[src/rtl/lmrs_pkg.sv]
// Shared types and constants of the LED matrix row scan controller.
package lmrs_pkg;

   localparam int BYTE_W      = 8;
   localparam int OP_W        = 2;
   localparam int X_W         = 6;
   localparam int Y_W         = 4;
   localparam int ROW_BYTES_W = 4;
   localparam int ROWS_W      = 5;
   localparam int ROW_SEL_W   = 4;
   localparam int CSR_INDEX_W = 2;
   localparam int CSR_DATA_W  = 8;

   localparam logic [ROW_BYTES_W-1:0] RESET_ROW_BYTES = 4'd8;
   localparam logic [ROWS_W-1:0]      RESET_ROWS      = 5'd16;
   localparam logic [BYTE_W-1:0]      RESET_DATA_MASK = 8'hff;

   typedef enum logic [OP_W-1:0] {
      OP_SCAN      = 2'd0,
      OP_SET       = 2'd1,
      OP_CLEAR     = 2'd2,
      OP_CLEAR_ALL = 2'd3
   } op_type;

   typedef enum logic [CSR_INDEX_W-1:0] {
      CSR_ROW_BYTES = 2'd0,
      CSR_ROWS      = 2'd1,
      CSR_DATA_MASK = 2'd2,
      CSR_ENABLE    = 2'd3
   } csr_index_type;

   typedef struct packed {
      logic [BYTE_W-1:0]    shift_byte;
      logic [ROW_SEL_W-1:0] row_select;
      logic                 last;
   } rsp_entry_type;

endpackage

[src/rtl/lmrs_if.sv]
// Request and response channel interfaces of the LED matrix row scan controller.
interface lmrs_req_if import lmrs_pkg::*; ();
   logic            valid;
   logic            ready;
   logic [OP_W-1:0] op;
   logic [X_W-1:0]  x;
   logic [Y_W-1:0]  y;

   modport source (output valid, output op, output x, output y, input ready);
   modport sink (input valid, input op, input x, input y, output ready);
endinterface

interface lmrs_rsp_if import lmrs_pkg::*; ();
   logic                 valid;
   logic                 ready;
   logic [BYTE_W-1:0]    shift_byte;
   logic [ROW_SEL_W-1:0] row_select;
   logic                 last;

   modport source (output valid, output shift_byte, output row_select, output last,
                   input ready);
   modport sink (input valid, input shift_byte, input row_select, input last,
                 output ready);
endinterface

[src/rtl/led_matrix_row_scan_controller.sv]
// Scan tick: the bit-serial row address multiplier handles one bit of row_bytes per
// cycle, then one byte a cycle is read while the output buffer has room for it.
// The first byte of a row passes the RAM read register and then the output buffer; a full
// output buffer holds the reads back. Set and clear pixel multiply, then do a
// read-modify-write through the RAM read and write ports; clear-all clears all valid bits.
// Reset is synchronous; per-byte valid bits clear the frame store at once, with no sweep.
module led_matrix_row_scan_controller import lmrs_pkg::*; #(
   parameter int MAX_ROW_BYTES = 8,
   parameter int MAX_ROWS      = 16
) (
   input  logic                   clock,
   input  logic                   reset,
   lmrs_req_if.sink               req,
   lmrs_rsp_if.source             rsp,
   input  logic                   csr_we,
   input  logic [CSR_INDEX_W-1:0] csr_index,
   input  logic [CSR_DATA_W-1:0]  csr_wdata
);

   localparam int DEPTH  = MAX_ROW_BYTES * MAX_ROWS;
   localparam int AW     = DEPTH > 1 ? $clog2(DEPTH) : 1;
   localparam int PROD_W = 8;
   localparam int SUM_W  = 9;

   typedef enum logic [2:0] {
      S_IDLE,
      S_MUL,
      S_PIX_RD,
      S_PIX_WR,
      S_SCAN
   } state_type;

   state_type            state_ff, state_in;
   op_type               op_ff, op_in;
   logic [X_W-1:0]       x_ff, x_in;
   logic [ROW_SEL_W-1:0] row_ff, row_in;
   logic [ROW_SEL_W-1:0] scan_row_ff, scan_row_in;
   logic [PROD_W-1:0]    mcand_ff, mcand_in;
   logic [ROW_BYTES_W-1:0] mplier_ff, mplier_in;
   logic [PROD_W-1:0]    acc_ff, acc_in;
   logic [ROW_BYTES_W-1:0] k_ff, k_in;
   logic [AW-1:0]        addr_ff, addr_in;
   logic [DEPTH-1:0]     vld_ff, vld_in;
   logic                 vld_rd_ff, vld_rd_in;
   logic                 inflight_ff, inflight_in;
   logic                 tag_last_ff, tag_last_in;
   logic [ROW_SEL_W-1:0] tag_rs_ff, tag_rs_in;
   rsp_entry_type        buf_ff [2];
   rsp_entry_type        buf_in [2];
   logic                 wr_ptr_ff, wr_ptr_in;
   logic                 rd_ptr_ff, rd_ptr_in;
   logic [1:0]           count_ff, count_in;

   logic [ROW_BYTES_W-1:0] row_bytes_ff, row_bytes_in;
   logic [ROWS_W-1:0]      rows_ff, rows_in;
   logic [BYTE_W-1:0]      data_mask_ff, data_mask_in;
   logic                   enable_ff, enable_in;

   logic [ROW_BYTES_W-1:0] rb_eff;
   logic [ROWS_W-1:0]      nr_eff;
   logic [ROW_SEL_W-1:0]   cur_row;
   logic [ROWS_W-1:0]      row_inc;
   logic                   pop;
   logic [BYTE_W-1:0]      rd_byte;
   logic [BYTE_W-1:0]      bit_mask;

   logic              ram_wr_en;
   logic [AW-1:0]     ram_wr_addr;
   logic [BYTE_W-1:0] ram_wr_data;
   logic              ram_rd_en;
   logic [AW-1:0]     ram_rd_addr;
   logic [BYTE_W-1:0] ram_rd_data;

   lmrs_ram #(
      .WIDTH (BYTE_W),
      .DEPTH (DEPTH)
   ) u_store (
      .clock   (clock),
      .wr_en   (ram_wr_en),
      .wr_addr (ram_wr_addr),
      .wr_data (ram_wr_data),
      .rd_en   (ram_rd_en),
      .rd_addr (ram_rd_addr),
      .rd_data (ram_rd_data)
   );

   // Geometry registers are clamped to what the store can hold.
   always_comb begin
      if (row_bytes_ff == '0) begin
         rb_eff = ROW_BYTES_W'(1);
      end else if (int'(row_bytes_ff) > MAX_ROW_BYTES) begin
         rb_eff = ROW_BYTES_W'(MAX_ROW_BYTES);
      end else begin
         rb_eff = row_bytes_ff;
      end
      if (rows_ff == '0) begin
         nr_eff = ROWS_W'(1);
      end else if (int'(rows_ff) > MAX_ROWS) begin
         nr_eff = ROWS_W'(MAX_ROWS);
      end else begin
         nr_eff = rows_ff;
      end
   end

   assign cur_row  = ({1'b0, scan_row_ff} >= nr_eff) ? '0 : scan_row_ff;
   assign row_inc  = {1'b0, row_ff} + ROWS_W'(1);
   assign pop      = rsp.valid && rsp.ready;
   assign rd_byte  = vld_rd_ff ? ram_rd_data : '0;
   assign bit_mask = BYTE_W'(1) << x_ff[2:0];

   always_comb begin
      state_in     = state_ff;
      op_in        = op_ff;
      x_in         = x_ff;
      row_in       = row_ff;
      scan_row_in  = scan_row_ff;
      mcand_in     = mcand_ff;
      mplier_in    = mplier_ff;
      acc_in       = acc_ff;
      k_in         = k_ff;
      addr_in      = addr_ff;
      vld_in       = vld_ff;
      vld_rd_in    = vld_rd_ff;
      inflight_in  = 1'b0;
      tag_last_in  = tag_last_ff;
      tag_rs_in    = tag_rs_ff;
      buf_in       = buf_ff;
      wr_ptr_in    = wr_ptr_ff;
      rd_ptr_in    = rd_ptr_ff;
      row_bytes_in = row_bytes_ff;
      rows_in      = rows_ff;
      data_mask_in = data_mask_ff;
      enable_in    = enable_ff;
      ram_wr_en    = 1'b0;
      ram_wr_addr  = addr_ff;
      ram_wr_data  = '0;
      ram_rd_en    = 1'b0;
      ram_rd_addr  = '0;

      if (csr_we) begin
         case (csr_index_type'(csr_index))
            CSR_ROW_BYTES: row_bytes_in = csr_wdata[ROW_BYTES_W-1:0];
            CSR_ROWS:      rows_in      = csr_wdata[ROWS_W-1:0];
            CSR_DATA_MASK: data_mask_in = csr_wdata[BYTE_W-1:0];
            CSR_ENABLE:    enable_in    = csr_wdata[0];
            default:       ;
         endcase
      end

      case (state_ff)
         S_IDLE: begin
            if (req.valid) begin
               op_in     = op_type'(req.op);
               x_in      = req.x;
               acc_in    = '0;
               mplier_in = rb_eff;
               case (op_type'(req.op))
                  OP_CLEAR_ALL: vld_in = '0;
                  OP_SET, OP_CLEAR: begin
                     if (({1'b0, req.x[X_W-1:3]} < rb_eff) && ({1'b0, req.y} < nr_eff)) begin
                        mcand_in = PROD_W'(req.y);
                        state_in = S_MUL;
                     end
                  end
                  OP_SCAN: begin
                     if (enable_ff) begin
                        mcand_in = PROD_W'(cur_row);
                        row_in   = cur_row;
                        state_in = S_MUL;
                     end
                  end
                  default: ;
               endcase
            end
         end
         S_MUL: begin
            // Shift-add, one bit of the row byte count per cycle.
            if (mplier_ff == '0) begin
               if (op_ff == OP_SCAN) begin
                  k_in     = rb_eff;
                  state_in = S_SCAN;
               end else begin
                  state_in = S_PIX_RD;
               end
            end else begin
               if (mplier_ff[0]) begin
                  acc_in = acc_ff + mcand_ff;
               end
               mcand_in  = mcand_ff << 1;
               mplier_in = mplier_ff >> 1;
            end
         end
         S_PIX_RD: begin
            ram_rd_en   = 1'b1;
            ram_rd_addr = AW'(SUM_W'(acc_ff) + SUM_W'(x_ff[X_W-1:3]));
            addr_in     = ram_rd_addr;
            vld_rd_in   = vld_ff[ram_rd_addr];
            state_in    = S_PIX_WR;
         end
         S_PIX_WR: begin
            ram_wr_en       = 1'b1;
            ram_wr_addr     = addr_ff;
            ram_wr_data     = (op_ff == OP_SET) ? (rd_byte | bit_mask) : (rd_byte & ~bit_mask);
            vld_in[addr_ff] = 1'b1;
            state_in        = S_IDLE;
         end
         S_SCAN: begin
            // Issue a read only when the output buffer has room for its byte.
            if (({1'b0, count_ff} + {2'b0, inflight_ff}) < (3'd2 + {2'b0, pop})) begin
               ram_rd_en   = 1'b1;
               ram_rd_addr = AW'(SUM_W'(acc_ff) + SUM_W'(k_ff) - SUM_W'(1));
               vld_rd_in   = vld_ff[ram_rd_addr];
               inflight_in = 1'b1;
               tag_last_in = (k_ff == ROW_BYTES_W'(1));
               tag_rs_in   = ROW_SEL_W'(nr_eff - ROWS_W'(1) - {1'b0, row_ff});
               k_in        = k_ff - ROW_BYTES_W'(1);
               if (k_ff == ROW_BYTES_W'(1)) begin
                  scan_row_in = (row_inc == nr_eff) ? '0 : row_inc[ROW_SEL_W-1:0];
                  state_in    = S_IDLE;
               end
            end
         end
         default: state_in = S_IDLE;
      endcase

      if (inflight_ff) begin
         buf_in[wr_ptr_ff].shift_byte = rd_byte ^ data_mask_ff;
         buf_in[wr_ptr_ff].row_select = tag_last_ff ? tag_rs_ff : '0;
         buf_in[wr_ptr_ff].last       = tag_last_ff;
         wr_ptr_in                    = ~wr_ptr_ff;
      end
      if (pop) begin
         rd_ptr_in = ~rd_ptr_ff;
      end
      count_in = count_ff + {1'b0, inflight_ff} - {1'b0, pop};
   end

   always_ff @(posedge clock) begin
      if (reset) begin
         state_ff     <= S_IDLE;
         scan_row_ff  <= '0;
         vld_ff       <= '0;
         inflight_ff  <= 1'b0;
         wr_ptr_ff    <= 1'b0;
         rd_ptr_ff    <= 1'b0;
         count_ff     <= '0;
         row_bytes_ff <= RESET_ROW_BYTES;
         rows_ff      <= RESET_ROWS;
         data_mask_ff <= RESET_DATA_MASK;
         enable_ff    <= 1'b0;
      end else begin
         state_ff     <= state_in;
         scan_row_ff  <= scan_row_in;
         vld_ff       <= vld_in;
         inflight_ff  <= inflight_in;
         wr_ptr_ff    <= wr_ptr_in;
         rd_ptr_ff    <= rd_ptr_in;
         count_ff     <= count_in;
         row_bytes_ff <= row_bytes_in;
         rows_ff      <= rows_in;
         data_mask_ff <= data_mask_in;
         enable_ff    <= enable_in;
      end
      op_ff       <= op_in;
      x_ff        <= x_in;
      row_ff      <= row_in;
      mcand_ff    <= mcand_in;
      mplier_ff   <= mplier_in;
      acc_ff      <= acc_in;
      k_ff        <= k_in;
      addr_ff     <= addr_in;
      vld_rd_ff   <= vld_rd_in;
      tag_last_ff <= tag_last_in;
      tag_rs_ff   <= tag_rs_in;
      buf_ff      <= buf_in;
   end

   assign req.ready      = (state_ff == S_IDLE);
   assign rsp.valid      = (count_ff != '0);
   assign rsp.shift_byte = buf_ff[rd_ptr_ff].shift_byte;
   assign rsp.row_select = buf_ff[rd_ptr_ff].row_select;
   assign rsp.last       = buf_ff[rd_ptr_ff].last;

`ifndef SYNTHESIS
   // The output buffer never holds more than two items.
   a_count_bound: assert property (@(posedge clock) disable iff (reset)
      count_ff <= 2'd2)
      else $error("output buffer count out of range");

   // A returning read never lands in a full buffer unless an item leaves.
   a_no_overflow: assert property (@(posedge clock) disable iff (reset)
      (inflight_ff && count_ff == 2'd2) |-> pop)
      else $error("read data arrived at a full output buffer");

   // A clear-all item has emptied the whole store in the next cycle.
   a_clear_all: assert property (@(posedge clock) disable iff (reset)
      (req.valid && req.ready && req.op == OP_CLEAR_ALL) |=> (vld_ff == '0))
      else $error("clear-all left valid bytes in the store");
`endif

endmodule

[src/rtl/lmrs_ram.sv]
// Generic single write port, single read port RAM with registered read data.
module lmrs_ram #(
   parameter int WIDTH = 8,
   parameter int DEPTH = 128
) (
   input  logic                                    clock,
   input  logic                                    wr_en,
   input  logic [(DEPTH > 1 ? $clog2(DEPTH) : 1)-1:0] wr_addr,
   input  logic [WIDTH-1:0]                        wr_data,
   input  logic                                    rd_en,
   input  logic [(DEPTH > 1 ? $clog2(DEPTH) : 1)-1:0] rd_addr,
   output logic [WIDTH-1:0]                        rd_data
);

   logic [WIDTH-1:0] mem_ff [DEPTH];
   logic [WIDTH-1:0] rd_data_ff;

   always_ff @(posedge clock) begin
      if (wr_en) begin
         mem_ff[wr_addr] <= wr_data;
      end
      if (rd_en) begin
         rd_data_ff <= mem_ff[rd_addr];
      end
   end

   assign rd_data = rd_data_ff;

endmodule

[src/flat_wrapper.sv]
// flat-port wrapper written by rule: the top's interface ports become plain ports
module led_matrix_row_scan_controller_flat import lmrs_pkg::*;
#(
   parameter int MAX_ROW_BYTES = 8,
   parameter int MAX_ROWS      = 16
)
  (clock, reset, csr_we, csr_index, csr_wdata, req_valid, req_op, req_x, req_y, req_ready, rsp_valid, rsp_shift_byte, rsp_row_select, rsp_last, rsp_ready);
  lmrs_req_if req_i ();
  lmrs_rsp_if rsp_i ();
  input  logic clock;
  input  logic reset;
  input  logic csr_we;
  input  logic [CSR_INDEX_W-1:0] csr_index;
  input  logic [CSR_DATA_W-1:0] csr_wdata;
  input wire logic [$bits(req_i.valid)-1:0] req_valid;
  input wire logic [$bits(req_i.op)-1:0] req_op;
  input wire logic [$bits(req_i.x)-1:0] req_x;
  input wire logic [$bits(req_i.y)-1:0] req_y;
  output wire logic [$bits(req_i.ready)-1:0] req_ready;
  output wire logic [$bits(rsp_i.valid)-1:0] rsp_valid;
  output wire logic [$bits(rsp_i.shift_byte)-1:0] rsp_shift_byte;
  output wire logic [$bits(rsp_i.row_select)-1:0] rsp_row_select;
  output wire logic [$bits(rsp_i.last)-1:0] rsp_last;
  input wire logic [$bits(rsp_i.ready)-1:0] rsp_ready;
  assign req_i.valid = req_valid;
  assign req_i.op = req_op;
  assign req_i.x = req_x;
  assign req_i.y = req_y;
  assign req_ready = req_i.ready;
  assign rsp_valid = rsp_i.valid;
  assign rsp_shift_byte = rsp_i.shift_byte;
  assign rsp_row_select = rsp_i.row_select;
  assign rsp_last = rsp_i.last;
  assign rsp_i.ready = rsp_ready;
  led_matrix_row_scan_controller #(.MAX_ROW_BYTES(MAX_ROW_BYTES), .MAX_ROWS(MAX_ROWS)) u_core (.clock(clock), .reset(reset), .req(req_i), .rsp(rsp_i), .csr_we(csr_we), .csr_index(csr_index), .csr_wdata(csr_wdata));
endmodule
[config.mk]
export PLATFORM = sky130hd
export DESIGN_NAME = led_matrix_row_scan_controller_flat
export DESIGN_NICKNAME = d
export VERILOG_FILES = /design/src/rtl/lmrs_pkg.sv /design/src/rtl/lmrs_if.sv /design/src/rtl/led_matrix_row_scan_controller.sv /design/src/rtl/lmrs_ram.sv /design/src/flat_wrapper.sv
export SDC_FILE = /design/constraint.sdc
export NUM_CORES = 1
export LEC_CHECK = 0
export ABC_AREA = 1
export BUFFER_PORTS_ARGS = -buffer_cell sky130_fd_sc_hd__buf_2
export CORE_UTILIZATION = 35
export DETAILED_ROUTE_END_ITERATION = 8
export PLACE_DENSITY_LB_ADDON = 0.2
export SETUP_SLACK_MARGIN = 0.05
export SLEW_MARGIN = 20
export SYNTH_ARGS = -nofsm -noshare
export SYNTH_HDL_FRONTEND = slang
export SYNTH_SLANG_ARGS = --single-unit
[constraint.sdc]
create_clock -name clock -period 9 [get_ports clock]
set_input_delay 0 -clock clock [delete_from_list [all_inputs] [get_ports clock]]
set_output_delay 0 -clock clock [all_outputs]
set_load 0.02 [all_outputs]
==> results.ini <==
[drt]
drc = 0
post_drt_wl_per_cell_um = 21.99
dr.max_layer_used = met4
num_vias = 42395
drt-met1-wl_mm = 80.13
drt_iter0_drc = 3748
wl_met3_mm = 10.33
vias_per_cell = 5.235
drt_pre_antenna_iters = 6
final_antenna_net_count = 0
wl_mm = 178.1
wl_met2_mm = 82.62

[die]
ioPinCount = 42
row_count = 149
die_area_sq_um = 168300
start_util = 0.3532
die_x_um = 410.3
dieHeight_um = 410.3
core-area_sq_um = 165200

[pwr]
cellLeakagePower_uw = 0.02426
peakVddDrop_v = 0.0002188
pwr_density_cell_nw_per_um2 = 269.9

[critical_path]
critPathArrivalTime_ns = 6.42
worstSetupEndpointType = flip-flop
max_stage_delay_ns = 0.83
cpLargestDelayFamily = buffers and inverters
crit_top_cell = nand3_1
start_kind = flip-flop
path_max_fanout = 165
crit_type = flip-flop to flip-flop
path_buf_inv = 6
slowest_stage = nand2_8
worstPathCellList = inv_1, ha_2, buf_4, inv_2, nand4_1, buf_12, nand2_8, buf_12, buf_4, nand2_1, nand3_1, nand3_1, nand3_1, nand3_1, nand3_1, nand2_1, nand2_1, nand2_1
cp_data_required_time_ns = 9.55

[synth]
yosys.area.top_type = edfxtp_1
syn_area_sq_um = 58340
synth_ff_type = edfxtp_1
yosysSeqAreaShare = 0.6230
avgSynthCellArea_sq_um = 10.06
synth_edf_count = 1105
synth.net_count = 5871
synth_top_area_frac = 0.5688
synth.distinct_cells = 38
yosys_warnings = 0
syn-instance-count = 5799
async_flop_share = 0
synth_most_common_cell = nand3_1
synthTopCellsByArea = edfxtp_1, nand3_1, nand2_1
synth-seq-cells = 1263
synth_common_cells = nand3_1, edfxtp_1, nand2_1, inv_1, nand3b_1

[global_routing]
grt_pass1_wl_mm = 267.7
grt.total_usage = 0.2093
grt_overflow_total = 0
antenna_found_initial = 2
grt_max_degree = 186
grt_pass1_vias = 41027

[layout]
fin_cells = 8099
drive_above_1_share = 0.08494
nNetsFinal = 5864
syn2layout_area_growth_pct = 13.68
fillers = 16017
n_antenna_cell = 0

[sta]
post-route-period-util = 0.6520
finalSetupViolations = 0
relSlewSlack = 0.2117
hold_viol_final = 0
finalMaxSlewViolations = 0
rsz0062_at_grt = false
layout_min_cycle_time_ns = 5.868
worstMarginPinSlew_ns = 1.178
skew_ns = 0.03058
fmax_mhz = 170.4
fin_setup_tns_ns = 0

[clocking]
root_buffer = clkbuf_16
clk_path_buf_depth = 3
cts-htree-levels = 4
cts_setup_buffers = 0
cts_made_buffers = 142
cts_sinks = 1263
clk_pin_slew_ns = 0.06
cts_tree = built
insertion_delay_ns = 0.80

[placed_design]
dp_cells = 7781
io_buffers = 41
gp_congestion = 0.8418
dp_hpwl_mm = 97.63

[job]
drv_cap = 0

[outcome]
status = completed

[worst_hold_path]
min_path_type = primary input to flip-flop

-- worst paths after layout --
kind / startpoint / slack (ns) / depth (start not counted) / endpoint
max: u_core.k_ff[0] / 3.13 / 18 / u_core.u_store.rd_data[2]
min: reset / 0.06 / 3 / u_core.state_ff[1]
max reg2reg: u_core.k_ff[0] / 3.13 / 18 / u_core.u_store.rd_data[2]
min reg2reg: u_core.vld_ff[8] / 0.47 / 2 / u_core.vld_ff[8]
-- layout make-up --
type                    count  area, sq um  share of cell area
repair buffers            240         1927             0.02905
clock buffers             192         3939             0.05939
clock inverters            70        658.1            0.009923
flip-flops and latches   1263        36340              0.5480
multi-input cells        3331        17640              0.2660
inverters                 814         3075             0.04637
well taps                2189         2739             0.04130
-- flip-flops by register name, indices dropped and copies added (netlist names), 5 cells and up --
name / count
u_core.vld_ff: 128
u_core.buf_ff: 26
u_core.u_store.rd_data: 8
u_core.acc_ff: 7
u_core.addr_ff: 7
u_core.mcand_ff: 7
u_core.data_mask_ff: 8
u_core.x_ff: 6
u_core.u_store.mem_ff: 1024
u_core.rows_ff: 5
-- routing by layer --
layer | vias to the layer above | track usage
met5 | - | 0
met4 | 0 | 0.06922
met3 | 248 | 0.02762
met2 | 1330 | 0.3321
met1 | 20899 | 0.2946
li1 | 19918 | -
-- worst register-to-register path, delay by kind of cell (launching register included) --
family,cells,cell delay [ns]
fa+ha+maj,1,0.28
flops,1,0.39
simple gates,11,2.43
buf+inv,6,2.53
-- placed cells by master, fill, tap and decap left out, types with 7 or more instances in the layout --
| master | netlist | layout |
|---|---|---|
| a21oi_4 | 0 | 8 |
| clkbuf_1 | 124 | 37 |
| nor3_1 | 144 | 79 |
| o211ai_1 | 26 | 26 |
| dlygate4sd3_1 | 0 | 56 |
| a21oi_1 | 293 | 285 |
| bufinv_16 | 0 | 9 |
| buf_12 | 0 | 7 |
| ha_1 | 41 | 39 |
| xor2_1 | 15 | 14 |
| nand3b_1 | 378 | 378 |
| nand3_1 | 1280 | 1280 |
| buf_2 | 227 | 41 |
| o21ai_0 | 175 | 174 |
| clkbuf_8 | 0 | 7 |
| inv_2 | 11 | 10 |
| nand2_1 | 852 | 852 |
| clkinv_1 | 5 | 27 |
| clkinv_2 | 0 | 27 |
| nor3_2 | 4 | 69 |
| edfxtp_1 | 1105 | 1105 |
| xnor2_1 | 11 | 11 |
| inv_1 | 798 | 796 |
| dfxtp_1 | 158 | 158 |
| nor2_1 | 75 | 74 |
| buf_4 | 15 | 136 |
| clkbuf_16 | 0 | 148 |
-- timing repair --
action / CTS / global route
hold buffers: 56 / 0
setup endpoints to repair: 0 / 0
gates resized for setup: 0 / 0
hold endpoints to repair: 50 / 0
-- through the flow --
step | setup WS (ns) | power, uW | util | cell area (sq um) | hold WS (ns)
CTS | 3.333 | 17980 | 0.4012 | 66260 | 0.008304
global route | 2.993 | 18710 | 0.4015 | 66320 | 0.07252
floorplan | 3.364 | 10220 | - | 58340 | 0.07122
global placement | 3.399 | 12190 | 0.3685 | 60870 | 0.2041
detailed placement | 3.335 | 12190 | 0.3699 | 61110 | 0.2026
finish | 3.132 | 17900 | 0.4015 | 66320 | 0.05944
-- kinds of logic after synthesis --
kind of cell,Yosys count,share of synthesized area
AND/OR/NAND/NOR,2748,0.2331
flip-flops,1263,0.6230
AO/OA/AOI/OAI,509,0.04564
adder cells (fa/ha/maj),45,0.01017
XOR/XNOR,29,0.004740
buffers and inverters,1205,0.08336
-- power breakdown --
group          leakage, uW  internal, uW  switching, uW
logic               0.0126          1470           4080
clock network      0.00225          3340           2440
registers          0.00938          6460            112
total               0.0243         11300           6630
No activity file was read; power rests on OpenSTA's default activity.
